==> config.mk <==
export PLATFORM = sky130hd
export DESIGN_NAME = spectrum_bin_power_dbm_unit_flat
export DESIGN_NICKNAME = d
export VERILOG_FILES = /design/src/sv/sbp_pkg.sv /design/src/sv/sbp_in_if.sv /design/src/sv/sbp_out_if.sv /design/src/sv/sbp_cfg_if.sv /design/src/sv/sbp_cfg.sv /design/src/sv/sbp_square.sv /design/src/sv/sbp_log.sv /design/src/sv/sbp_scale.sv /design/src/sv/spectrum_bin_power_dbm_unit.sv /design/src/flat_wrapper.sv
export SDC_FILE = /design/constraint.sdc
export NUM_CORES = 2
export LEC_CHECK = 0
export BUFFER_PORTS_ARGS = -buffer_cell sky130_fd_sc_hd__buf_2
export CAP_MARGIN = 20
export CELL_PAD_IN_SITES_DETAIL_PLACEMENT = 0
export CELL_PAD_IN_SITES_GLOBAL_PLACEMENT = 1
export CORE_MARGIN = 1
export CORE_UTILIZATION = 48
export DETAILED_ROUTE_END_ITERATION = 10
export GPL_ROUTABILITY_DRIVEN = 0
export PLACE_DENSITY = 0.87
export RECOVER_POWER = 100
export REMOVE_ABC_BUFFERS = 1
export SKIP_LAST_GASP = 1
export SYNTH_ARGS = -nofsm -noshare
export SYNTH_HDL_FRONTEND = slang
export SYNTH_SLANG_ARGS = --single-unit
==> constraint.sdc <==
create_clock -name clk -period 15.9 [get_ports clk]
set_input_delay 0.795 -clock clk [delete_from_list [all_inputs] [get_ports clk]]
set_output_delay 0.795 -clock clk [all_outputs]
set_load 0.01 [all_outputs]
==> src/sv/sbp_pkg.sv <==
// shared types, constants and log2 helpers for the bin power unit
package sbp_pkg;

  localparam int SAMPLE_BITS_DEF  = 24;
  localparam int MAX_FFT_LOG2_DEF = 16;

  localparam int BIN_W      = 16;
  localparam int IMP_W      = 10;
  localparam int FFT_W      = 17;
  localparam int DBM_W      = 17;
  localparam int CFG_ADDR_W = 2;
  localparam int CFG_DATA_W = 17;

  // log2 values in q16: integer part below 64, so they fit in 23 bits
  localparam int LOG_W  = 23;
  localparam int NLOG_W = 24;
  localparam int L_W    = 25;
  localparam int FRAC_W = 20;
  localparam int PROD_W = 44;

  localparam logic [CFG_ADDR_W-1:0] REG_IMPEDANCE = 2'd0;
  localparam logic [CFG_ADDR_W-1:0] REG_FFT_SIZE  = 2'd1;

  localparam logic [IMP_W-1:0] IMP_RESET = 10'd1;
  localparam logic [FFT_W-1:0] FFT_RESET = 17'd1024;

  localparam logic signed [18:0]      DB_PER_LOG2_Q16 = 19'sd197283;
  localparam logic signed [DBM_W-1:0] OFFSET_30DB_Q8  = 17'sd7680;
  localparam logic signed [DBM_W-1:0] DBM_MIN_CODE    = -17'sd32768;
  localparam logic signed [DBM_W-1:0] DBM_MAX_CODE    = 17'sd44288;

  typedef struct packed {
    logic [BIN_W:0]    half_n;
    logic              n_even;
    logic [NLOG_W-1:0] norm_log;
  } cfg_info_t;

  typedef struct packed {
    logic outside;
    logic doubled;
  } flag_t;

  // round(65536*log2(1+i/16))
  function automatic logic [16:0] seg_log2(input logic [4:0] i);
    logic [16:0] v;
    case (i)
      5'd0:    v = 17'd0;
      5'd1:    v = 17'd5732;
      5'd2:    v = 17'd11136;
      5'd3:    v = 17'd16248;
      5'd4:    v = 17'd21098;
      5'd5:    v = 17'd25711;
      5'd6:    v = 17'd30109;
      5'd7:    v = 17'd34312;
      5'd8:    v = 17'd38336;
      5'd9:    v = 17'd42196;
      5'd10:   v = 17'd45904;
      5'd11:   v = 17'd49472;
      5'd12:   v = 17'd52911;
      5'd13:   v = 17'd56229;
      5'd14:   v = 17'd59434;
      5'd15:   v = 17'd62534;
      default: v = 17'd65536;
    endcase
    return v;
  endfunction

  function automatic logic [5:0] msb_pos64(input logic [63:0] x);
    logic [5:0] p;
    p = '0;
    for (int k = 0; k < 64; k++) begin
      if (x[k]) p = 6'(k);
    end
    return p;
  endfunction

  function automatic logic [LOG_W-1:0] log2_interp(input logic [5:0] e,
                                                   input logic [3:0] i,
                                                   input logic [15:0] r);
    logic [16:0] lo;
    logic [16:0] span;
    logic [32:0] prod;
    lo   = seg_log2({1'b0, i});
    span = seg_log2({1'b0, i} + 5'd1) - lo;
    prod = 33'(span) * 33'(r);
    return LOG_W'({e, 16'b0}) + LOG_W'(lo) + LOG_W'(prod[32:16]);
  endfunction

  function automatic logic [LOG_W-1:0] log2_q16(input logic [63:0] x);
    logic [5:0]  e;
    logic [63:0] norm;
    e    = msb_pos64(x);
    norm = x << (6'd63 - e);
    return log2_interp(e, norm[62:59], norm[58:43]);
  endfunction

endpackage

==> src/sv/sbp_in_if.sv <==
// input channel: one complex bin per transfer
interface sbp_in_if #(
  parameter int SAMPLE_BITS = sbp_pkg::SAMPLE_BITS_DEF
);
  logic                          valid;
  logic                          ready;
  logic [sbp_pkg::BIN_W-1:0]     bin_index;
  logic signed [SAMPLE_BITS-1:0] re_part;
  logic signed [SAMPLE_BITS-1:0] im_part;

  modport source (output valid, bin_index, re_part, im_part, input ready);
  modport sink   (input valid, bin_index, re_part, im_part, output ready);
endinterface

==> src/sv/sbp_out_if.sv <==
// result channel: power in dbm with status flags
interface sbp_out_if;
  logic                             valid;
  logic                             ready;
  logic signed [sbp_pkg::DBM_W-1:0] dbm_q8;
  logic                             zero_power;
  logic                             bin_out_of_range;

  modport source (output valid, dbm_q8, zero_power, bin_out_of_range, input ready);
  modport sink   (input valid, dbm_q8, zero_power, bin_out_of_range, output ready);
endinterface

==> src/sv/sbp_cfg_if.sv <==
// configuration write channel
interface sbp_cfg_if;
  logic                           valid;
  logic                           ready;
  logic [sbp_pkg::CFG_ADDR_W-1:0] addr;
  logic [sbp_pkg::CFG_DATA_W-1:0] data;

  modport source (output valid, addr, data, input ready);
  modport sink   (input valid, addr, data, output ready);
endinterface

==> src/sv/sbp_cfg.sv <==
// configuration registers and derived normalisation terms
module sbp_cfg #(
  parameter int MAX_FFT_LOG2 = sbp_pkg::MAX_FFT_LOG2_DEF
) (
  input  logic                           clk,
  input  logic                           rst_n,
  input  logic                           wr_en,
  input  logic [sbp_pkg::CFG_ADDR_W-1:0] wr_addr,
  input  logic [sbp_pkg::CFG_DATA_W-1:0] wr_data,
  output sbp_pkg::cfg_info_t             info_r
);

  localparam int N_W = (sbp_pkg::FFT_W > MAX_FFT_LOG2 + 1) ? sbp_pkg::FFT_W : MAX_FFT_LOG2 + 1;
  localparam logic [N_W-1:0] MAX_N = {{(N_W-1){1'b0}}, 1'b1} << MAX_FFT_LOG2;
  localparam logic [N_W-1:0] MIN_N = N_W'(2);
  localparam logic [N_W-1:0] HALF_SAT = N_W'({(sbp_pkg::BIN_W+1){1'b1}});

  logic [sbp_pkg::IMP_W-1:0] imp_r;
  logic [sbp_pkg::FFT_W-1:0] fft_r;
  logic [sbp_pkg::IMP_W-1:0] z_eff;
  logic [N_W-1:0]            n_ext;
  logic [N_W-1:0]            n_eff;
  logic [N_W-1:0]            half_n;
  sbp_pkg::cfg_info_t        info_nxt;

  always_ff @(posedge clk) begin
    if (!rst_n) begin
      imp_r <= sbp_pkg::IMP_RESET;
      fft_r <= sbp_pkg::FFT_RESET;
    end else if (wr_en) begin
      if (wr_addr == sbp_pkg::REG_IMPEDANCE) imp_r <= wr_data[sbp_pkg::IMP_W-1:0];
      if (wr_addr == sbp_pkg::REG_FFT_SIZE)  fft_r <= wr_data[sbp_pkg::FFT_W-1:0];
    end
  end

  always_comb begin
    z_eff = (imp_r == '0) ? sbp_pkg::IMP_W'(1) : imp_r;
    n_ext = N_W'(fft_r);
    if (n_ext < MIN_N)      n_eff = MIN_N;
    else if (n_ext > MAX_N) n_eff = MAX_N;
    else                    n_eff = n_ext;
    half_n = n_eff >> 1;
    // bin indices never reach past 17 bits, so a saturated half compares the same
    info_nxt.half_n   = (half_n > HALF_SAT) ? '1 : half_n[sbp_pkg::BIN_W:0];
    info_nxt.n_even   = ~n_eff[0];
    info_nxt.norm_log = sbp_pkg::NLOG_W'(sbp_pkg::log2_q16(64'(z_eff)))
                      + sbp_pkg::NLOG_W'(sbp_pkg::log2_q16(64'(n_eff)));
  end

  always_ff @(posedge clk) begin
    info_r <= info_nxt;
  end

endmodule

==> src/sv/sbp_square.sv <==
// magnitude, squaring and power sum stages
module sbp_square #(
  parameter int SAMPLE_BITS = sbp_pkg::SAMPLE_BITS_DEF
) (
  input  logic                     clk,
  input  logic                     adv_sq,
  input  logic                     adv_sum,
  input  logic [SAMPLE_BITS-1:0]   re_in,
  input  logic [SAMPLE_BITS-1:0]   im_in,
  output logic [2*SAMPLE_BITS-1:0] sum_r
);

  localparam int SUM_W = 2 * SAMPLE_BITS;

  logic [SAMPLE_BITS-1:0] mag_re;
  logic [SAMPLE_BITS-1:0] mag_im;
  logic [SUM_W-1:0]       sq_re_r;
  logic [SUM_W-1:0]       sq_im_r;

  // the most negative sample maps to 2^(n-1), still fits unsigned
  always_comb begin
    mag_re = re_in[SAMPLE_BITS-1] ? (~re_in + 1'b1) : re_in;
    mag_im = im_in[SAMPLE_BITS-1] ? (~im_in + 1'b1) : im_in;
  end

  always_ff @(posedge clk) begin
    if (adv_sq) begin
      sq_re_r <= SUM_W'(mag_re) * SUM_W'(mag_re);
      sq_im_r <= SUM_W'(mag_im) * SUM_W'(mag_im);
    end
    if (adv_sum) sum_r <= sq_re_r + sq_im_r;
  end

endmodule

==> src/sv/sbp_log.sv <==
// log2 of the power sum and the combined log-domain power
module sbp_log #(
  parameter int SUM_W = 2 * sbp_pkg::SAMPLE_BITS_DEF
) (
  input  logic                              clk,
  input  logic                              adv_norm,
  input  logic                              adv_log,
  input  logic [SUM_W-1:0]                  sum_in,
  input  logic                              doubled,
  input  sbp_pkg::cfg_info_t                cfg_info,
  output logic signed [sbp_pkg::L_W-1:0]    l_r,
  output logic                              zero_r
);

  logic [63:0]                 sum64;
  logic [5:0]                  e_nxt;
  logic [63:0]                 norm;
  logic [5:0]                  e_r;
  logic [sbp_pkg::FRAC_W-1:0]  frac_r;
  logic                        zero3_r;
  logic [sbp_pkg::LOG_W-1:0]   log_s;
  logic signed [sbp_pkg::L_W-1:0] l_nxt;

  always_comb begin
    sum64 = 64'(sum_in);
    e_nxt = sbp_pkg::msb_pos64(sum64);
    norm  = sum64 << (6'd63 - e_nxt);
  end

  always_ff @(posedge clk) begin
    if (adv_norm) begin
      e_r     <= e_nxt;
      frac_r  <= norm[62:43];
      zero3_r <= (sum_in == '0);
    end
  end

  always_comb begin
    log_s = sbp_pkg::log2_interp(e_r, frac_r[19:16], frac_r[15:0]);
    l_nxt = $signed({2'b00, log_s})
          + (doubled ? 25'sd65536 : 25'sd0)
          - $signed({1'b0, cfg_info.norm_log});
  end

  always_ff @(posedge clk) begin
    if (adv_log) begin
      l_r    <= l_nxt;
      zero_r <= zero3_r;
    end
  end

endmodule

==> src/sv/sbp_scale.sv <==
// conversion to dbm: scale by 10*log10(2), round, offset and saturate
module sbp_scale (
  input  logic                              clk,
  input  logic                              adv_mul,
  input  logic                              adv_out,
  input  logic signed [sbp_pkg::L_W-1:0]    l_in,
  input  logic                              zero_in,
  input  logic                              outside_in,
  output logic signed [sbp_pkg::DBM_W-1:0]  dbm_r,
  output logic                              zero_r,
  output logic                              oor_r
);

  localparam logic signed [sbp_pkg::PROD_W-1:0] ROUND_HALF = 44'sd8388608;

  logic signed [sbp_pkg::PROD_W-1:0] prod_r;
  logic                              zero5_r;
  logic signed [sbp_pkg::PROD_W-1:0] v;
  logic signed [19:0]                q;
  logic signed [20:0]                qo;
  logic signed [sbp_pkg::DBM_W-1:0]  dbm_nxt;

  always_ff @(posedge clk) begin
    if (adv_mul) begin
      prod_r  <= l_in * sbp_pkg::DB_PER_LOG2_Q16;
      zero5_r <= zero_in;
    end
  end

  // arithmetic shift gives floor for both signs, so round half up
  always_comb begin
    v  = prod_r + ROUND_HALF;
    q  = $signed(v[43:24]);
    qo = q + sbp_pkg::OFFSET_30DB_Q8;
    if (zero5_r)                          dbm_nxt = sbp_pkg::DBM_MIN_CODE;
    else if (qo < sbp_pkg::DBM_MIN_CODE)  dbm_nxt = sbp_pkg::DBM_MIN_CODE;
    else if (qo > sbp_pkg::DBM_MAX_CODE)  dbm_nxt = sbp_pkg::DBM_MAX_CODE;
    else                                  dbm_nxt = qo[sbp_pkg::DBM_W-1:0];
  end

  always_ff @(posedge clk) begin
    if (adv_out) begin
      dbm_r  <= dbm_nxt;
      zero_r <= zero5_r;
      oor_r  <= outside_in;
    end
  end

endmodule

==> src/sv/spectrum_bin_power_dbm_unit.sv <==
// FFT bin power in dBm: a seven-register pipeline taking one bin per clock while
// it is not full behind a stalled output. The stages are input capture, magnitude
// squaring, power sum, leading-one normalisation, table interpolation with
// impedance and size terms, the dB scaling multiply, and rounding with saturation
// into the output register. Each full stage holds when the one after it is not
// moving, so a stalled result costs no throughput until the pipeline fills.
// Configuration writes are always taken and reach the datapath through the
// configuration registers and a registered log2 of impedance and transform size.
// A zero sum gives the lowest code and sets zero_power.
module spectrum_bin_power_dbm_unit #(
  parameter int SAMPLE_BITS  = sbp_pkg::SAMPLE_BITS_DEF,
  parameter int MAX_FFT_LOG2 = sbp_pkg::MAX_FFT_LOG2_DEF
) (
  input  logic      clk,
  input  logic      rst_n,
  sbp_in_if.sink    in_chan,
  sbp_out_if.source out_chan,
  sbp_cfg_if.sink   cfg_chan
);

  localparam int NSTG  = 7;
  localparam int SUM_W = 2 * SAMPLE_BITS;

  logic [NSTG-1:0]             valid_r;
  logic [NSTG-1:0]             adv;
  logic [sbp_pkg::BIN_W-1:0]   bin_r;
  logic [SAMPLE_BITS-1:0]      re_r;
  logic [SAMPLE_BITS-1:0]      im_r;
  sbp_pkg::flag_t              flags_r [1:5];
  sbp_pkg::flag_t              flags_nxt;
  sbp_pkg::cfg_info_t          cfg_info;
  logic [SUM_W-1:0]            sum;
  logic signed [sbp_pkg::L_W-1:0] l_val;
  logic                        zero4;

  // a stage moves when it is empty or its successor moves
  always_comb begin
    adv[NSTG-1] = ~valid_r[NSTG-1] | out_chan.ready;
    for (int k = NSTG - 2; k >= 0; k--) begin
      adv[k] = ~valid_r[k] | adv[k+1];
    end
  end

  always_ff @(posedge clk) begin
    if (!rst_n) begin
      valid_r <= '0;
    end else begin
      if (adv[0]) valid_r[0] <= in_chan.valid;
      for (int k = 1; k < NSTG; k++) begin
        if (adv[k]) valid_r[k] <= valid_r[k-1];
      end
    end
  end

  assign in_chan.ready  = adv[0];
  assign out_chan.valid = valid_r[NSTG-1];
  assign cfg_chan.ready = 1'b1;

  always_ff @(posedge clk) begin
    if (adv[0]) begin
      bin_r <= in_chan.bin_index;
      re_r  <= in_chan.re_part;
      im_r  <= in_chan.im_part;
    end
  end

  // edge bins (dc and nyquist for even sizes) are not doubled
  always_comb begin
    flags_nxt.outside = {1'b0, bin_r} > cfg_info.half_n;
    flags_nxt.doubled = ~((bin_r == '0) |
                          (cfg_info.n_even & ({1'b0, bin_r} == cfg_info.half_n)));
  end

  always_ff @(posedge clk) begin
    if (adv[1]) flags_r[1] <= flags_nxt;
    for (int k = 2; k <= 5; k++) begin
      if (adv[k]) flags_r[k] <= flags_r[k-1];
    end
  end

  sbp_cfg #(
    .MAX_FFT_LOG2(MAX_FFT_LOG2)
  ) u_cfg (
    .clk     (clk),
    .rst_n   (rst_n),
    .wr_en   (cfg_chan.valid),
    .wr_addr (cfg_chan.addr),
    .wr_data (cfg_chan.data),
    .info_r  (cfg_info)
  );

  sbp_square #(
    .SAMPLE_BITS(SAMPLE_BITS)
  ) u_square (
    .clk     (clk),
    .adv_sq  (adv[1]),
    .adv_sum (adv[2]),
    .re_in   (re_r),
    .im_in   (im_r),
    .sum_r   (sum)
  );

  sbp_log #(
    .SUM_W(SUM_W)
  ) u_log (
    .clk      (clk),
    .adv_norm (adv[3]),
    .adv_log  (adv[4]),
    .sum_in   (sum),
    .doubled  (flags_r[3].doubled),
    .cfg_info (cfg_info),
    .l_r      (l_val),
    .zero_r   (zero4)
  );

  sbp_scale u_scale (
    .clk        (clk),
    .adv_mul    (adv[5]),
    .adv_out    (adv[6]),
    .l_in       (l_val),
    .zero_in    (zero4),
    .outside_in (flags_r[5].outside),
    .dbm_r      (out_chan.dbm_q8),
    .zero_r     (out_chan.zero_power),
    .oor_r      (out_chan.bin_out_of_range)
  );

endmodule

==> src/flat_wrapper.sv <==
// flat-port wrapper written by rule: the top's interface ports become plain ports
module spectrum_bin_power_dbm_unit_flat 
#(
  parameter int SAMPLE_BITS  = sbp_pkg::SAMPLE_BITS_DEF,
  parameter int MAX_FFT_LOG2 = sbp_pkg::MAX_FFT_LOG2_DEF
)
  (clk, rst_n, in_chan_valid, in_chan_bin_index, in_chan_re_part, in_chan_im_part, in_chan_ready, out_chan_valid, out_chan_dbm_q8, out_chan_zero_power, out_chan_bin_out_of_range, out_chan_ready, cfg_chan_valid, cfg_chan_addr, cfg_chan_data, cfg_chan_ready);
  sbp_in_if #(.SAMPLE_BITS(SAMPLE_BITS)) in_chan_i ();
  sbp_out_if out_chan_i ();
  sbp_cfg_if cfg_chan_i ();
  input  logic clk;
  input  logic rst_n;
  input wire logic [$bits(in_chan_i.valid)-1:0] in_chan_valid;
  input wire logic [$bits(in_chan_i.bin_index)-1:0] in_chan_bin_index;
  input wire logic [$bits(in_chan_i.re_part)-1:0] in_chan_re_part;
  input wire logic [$bits(in_chan_i.im_part)-1:0] in_chan_im_part;
  output wire logic [$bits(in_chan_i.ready)-1:0] in_chan_ready;
  output wire logic [$bits(out_chan_i.valid)-1:0] out_chan_valid;
  output wire logic [$bits(out_chan_i.dbm_q8)-1:0] out_chan_dbm_q8;
  output wire logic [$bits(out_chan_i.zero_power)-1:0] out_chan_zero_power;
  output wire logic [$bits(out_chan_i.bin_out_of_range)-1:0] out_chan_bin_out_of_range;
  input wire logic [$bits(out_chan_i.ready)-1:0] out_chan_ready;
  input wire logic [$bits(cfg_chan_i.valid)-1:0] cfg_chan_valid;
  input wire logic [$bits(cfg_chan_i.addr)-1:0] cfg_chan_addr;
  input wire logic [$bits(cfg_chan_i.data)-1:0] cfg_chan_data;
  output wire logic [$bits(cfg_chan_i.ready)-1:0] cfg_chan_ready;
  assign in_chan_i.valid = in_chan_valid;
  assign in_chan_i.bin_index = in_chan_bin_index;
  assign in_chan_i.re_part = in_chan_re_part;
  assign in_chan_i.im_part = in_chan_im_part;
  assign in_chan_ready = in_chan_i.ready;
  assign out_chan_valid = out_chan_i.valid;
  assign out_chan_dbm_q8 = out_chan_i.dbm_q8;
  assign out_chan_zero_power = out_chan_i.zero_power;
  assign out_chan_bin_out_of_range = out_chan_i.bin_out_of_range;
  assign out_chan_i.ready = out_chan_ready;
  assign cfg_chan_i.valid = cfg_chan_valid;
  assign cfg_chan_i.addr = cfg_chan_addr;
  assign cfg_chan_i.data = cfg_chan_data;
  assign cfg_chan_ready = cfg_chan_i.ready;
  spectrum_bin_power_dbm_unit #(.SAMPLE_BITS(SAMPLE_BITS), .MAX_FFT_LOG2(MAX_FFT_LOG2)) u_core (.clk(clk), .rst_n(rst_n), .in_chan(in_chan_i), .out_chan(out_chan_i), .cfg_chan(cfg_chan_i));
endmodule
==> summary.md <==
| Metric | Value |
|---|---|
| Startpoint types | `flop` |
| Reg2Reg Depth | `60` |
| Total Nets Final | `12,400` |
| Mux share of post-synthesis cell area | `0.0154` |
| Simple-Gate Fraction of Synth Area | `0.117` |
| Vias per cell | `~5.3` |
| Tcrit/Tclk final | `0.960` |
| Final WL | `213,000 um` |
| Crit path DAT | `~16,000 ps` |
| Compound-Gate Fraction of Synth Area | `0.0851` |
| Vert. Die Dim | `between 400 and 500 um` |
| Max Buffers Root-to-Sink | `3` |
| CTS tree | `done` |
| Failing checks | `max-capacitance violations, max-slew violations` |
| First-pass GRT wire length | `~350,000 um` |
| PortBufs | `108` |
| Critical Path End Type | `flop` |
| Family with the most delay on the worst path | `compound AO/OA/AOI/OAI gates` |
| # clock sinks | `roughly 400` |
| Avg Cell Area, Syn | `9.29 um^2` |
| Hold EP | `u_core.im_r[17]$_DFFE_PP_` |
| FP Rows | `between 150 and 200` |
| Crit path max fanout | `25` |
| Vias in the first global route | `roughly 68,000` |
| Worst min-delay path startpoint | `in_chan_im_part[17]` |
| Critical R2R Launch | `u_core.u_cfg.fft_r[5]$_SDFFE_PN0P_` |
| Post-synthesis adder-cell area fraction | `0.513` |
| IO Count | `between 100 and 150` |
| Asr flop ratio synth | `0` |
| Worst hold path type | `input port to flop` |
| Share of layout cells above drive strength 1 | `0.0481` |
| Register area share after synthesis | `0.127` |
| CP Class | `flop to flop` |
| Fin. Hold Viols | `0` |
| Most used DFF post-synth | `edfxtp_1` |
| Clk_lat worst skew | `about 650 ps` |
| Initial DRC count | `4,067` |
| Buf/Inv on CP | `9` |
| Worst clock skew | `20.9 ps` |
| Slew @ Worst Pin | `1750 ps` |
| Post-Synthesis Cells | `between 9,000 and 10,000` |
| Post-Synth XOR/XNOR Area | `0.0382` |
| Grt ovf | `0` |
| Worst Hold Depth | `1` |
| DRC errors left | `0` |
| PnR worst setup slack | `about 630 ps` |
| Yosys reg bits | `~400` |
| Max-cap violations | `2` |
| Outcome | `finished, violations left` |
| R2R setup slack | `roughly 630 ps` |
| Slowest cell on the critical path | `fa_1` |
| Initial core utilization | `0.483` |
| Post-synth EDFFs | `between 300 and 400` |
| Die area | `~180,000 um^2` |
| Max-slew headroom | `-0.168` |
| Pre-CTS setup slack | `about 28 ps` |
| All-Layer GR Usage | `0.238` |
| Main combinational cell family by area after synthesis | `adder cells` |
| Total core area | `181,000 um^2` |
| Largest net degree at the start of global routing | `between 90 and 100` |
| Yosys warns | `0` |
| Worst-path clk slew | `~70 ps` |
| Antenna diode count | `0` |
| Minimum clock period | `15,270 ps` |
| CP most frequent cell | `fa_1` |
| Final setup vio count | `0` |
| Detailed placer's ending HPWL | `180,000 um` |
| RSZ-0062 raised after global routing | `true` |
| Die Wd | `428 um` |
| H-tree depth | `2` |
| Routed Antenna Nets | `0` |
| Required time of the critical path | `roughly 16,000 ps` |
| Synthesized area | `87,300 um^2` |
| Max Slew Vio Count | `between 60 and 70` |
| Hold Buf Count CTS | `0` |
| Upper clock frequency limit | `65.5 MHz` |
| Initial antenna violation count | `0` |
| CTS Buf Count | `45` |
| Distinct cells, synth | `100` |
| Setup total negative slack | `0 ps` |
| First drt pass iteration count | `8` |
| DR WL/cell | `17.7 um` |
| Reg-to-reg endpoint | `u_core.u_cfg.info_r[20]$_DFF_P_` |
| Total number of vias | `around 64,000` |
| Biggest cell delay along the critical path | `approximately 550 ps` |
| Layout area overhead | `7.03%` |
| Filler instances | `around 17,000` |
| Clock root buffer | `clkbuf_16` |
[cells in the mapped netlist, drive strengths merged (45+ instances only)]
cell | number | area, um^2
a21boi | 48 | 360
a21o | 92 | 691
a21oi | 322 | 1610
and2 | 115 | 719
clkbuf | 219 | 822
dfxtp | 90 | 1800
edfxtp | 308 | 9250
fa | 1557 | 31200
ha | 1086 | 13600
inv | 2125 | 7980
mux2i | 109 | 1090
nand2 | 796 | 2990
nand2b | 63 | 394
nand3 | 99 | 495
nor2 | 808 | 3030
nor2b | 77 | 482
nor3 | 106 | 536
o21a | 66 | 495
o21ai | 249 | 1250
or2 | 49 | 307
or3 | 45 | 282
xnor2 | 253 | 2220
xor2 | 128 | 1120
[per-stage QoR]
step	cell area, um^2	hold slack [ps]	instances	utilization
after floorplan	87000	400	9350	-
after global placement	91600	406	11900	0.507
after detailed placement	91700	411	12000	0.507
after CTS	93200	283	12000	0.515
after global routing	93400	295	12000	0.517
final	93400	317	12000	0.517
[how the worst max path moves through the flow]
stage | startpoint | endpoint | slack, ps | depth (start not counted)
6_report | u_core.u_cfg.fft_r[5]$_SDFFE_PN0P_ | u_core.u_cfg.info_r[20]$_DFF_P_ | 630 | 60
4_1_cts | u_core.u_cfg.fft_r[12]$_SDFFE_PN0P_ | u_core.u_cfg.info_r[20]$_DFF_P_ | 40 | 61
3_3_place_gp | u_core.u_cfg.fft_r[12]$_SDFFE_PN0P_ | u_core.u_cfg.info_r[20]$_DFF_P_ | 210 | 61
2_1_floorplan | u_core.u_cfg.fft_r[8]$_SDFFE_PN0P_ | u_core.u_cfg.info_r[20]$_DFF_P_ | 510 | 60
3_5_place_dp | u_core.u_cfg.fft_r[8]$_SDFFE_PN0P_ | u_core.u_cfg.info_r[20]$_DFF_P_ | 30 | 61
5_1_grt | u_core.u_cfg.fft_r[15]$_SDFFE_PN0P_ | u_core.u_cfg.info_r[20]$_DFF_P_ | -180 | 60
[registers in the layout, summed over array words and instances, names as in the netlist, 6 cells and up, named ones only]
name	flops
u_core.u_cfg.info_r	40
u_core.u_square.sq_im_r	47
u_core.u_scale.prod_r	21
u_core.u_cfg.fft_r	17
u_core.im_r	24
u_core.u_cfg.imp_r	10
u_core.bin_r	16
u_core.u_log.l_r	25
u_core.re_r	24
u_core.flags_r	8
u_core.u_square.sq_re_r	47
u_core.valid_r	7
u_core.u_scale.dbm_r	17
u_core.u_square.sum_r	48
u_core.u_log.frac_r	20
u_core.u_log.e_r	6
[area by class of cell]
cell class / count / area (um^2) / area share
Tap cell: 2370 / 2970 / 0.0318
Multi-Input combinational cell: 6807 / 68200 / 0.731
Timing Repair Buffer: 241 / 1580 / 0.0169
Clock inverter: 25 / 282 / 0.00301
Clock buffer: 56 / 1210 / 0.0129
Inverter: 2145 / 8060 / 0.0863
Sequential cell: 398 / 11100 / 0.118
[per-layer routing]
layer  vias up  track usage  part of all wire
met5         -            0                 0
met4         0       0.0883             0.041
met3       453       0.0279             0.055
met2      1907        0.414              0.49
met1     32000        0.303              0.41
li1      29800            -                 -
[cells in the final DEF (no fill, tap or decap), types with 41 or more instances in the layout]
cell type,Yosys,routed
a21oi_1,322,317
nand2_1,795,793
a211oi_1,42,41
conb_1,2,216
o21ai_0,240,237
buf_2,14,107
edfxtp_1,308,308
and2_1,115,114
buf_4,12,126
and3_1,41,41
fa_1,1557,1557
nand3_1,99,98
nand2b_1,63,63
nor2b_1,77,77
o21a_1,66,65
or3_1,45,45
ha_1,1086,1084
a21boi_0,48,46
nor3_1,105,103
nor2_1,808,806
inv_1,2117,2117
dfxtp_1,90,90
xnor2_1,253,243
clkbuf_16,0,46
xor2_1,128,115
a21o_1,92,92
or2_2,44,44
mux2i_1,108,104
[cells by family after synthesis]
group | after synthesis
flops | 398
compound gates | 1141
simple gates | 2295
fa+ha+maj | 2643
buf+inv | 2404
mux | 131
other cells | 2
xor+xnor | 381
[what timing repair did]
action	in CTS	in global routing
resized for setup	1	33
endpoints found under the setup margin	1	17
setup buffers	0	7
pin swaps	0	6
[worst register-to-register path, delay by kind of cell (launching register included)]
family,cells,cell delay [ps]
AO/OA/AOI/OAI,26,5880
XOR/XNOR,2,430
adder cells (fa/ha/maj),12,5320
buffers and inverters,9,890
flip-flops,1,400
multiplexers,2,470
AND/OR/NAND/NOR,9,1810
Power is not shown: default switching activity piles up to over one toggle a cycle in this logic, so the estimate is an artifact.
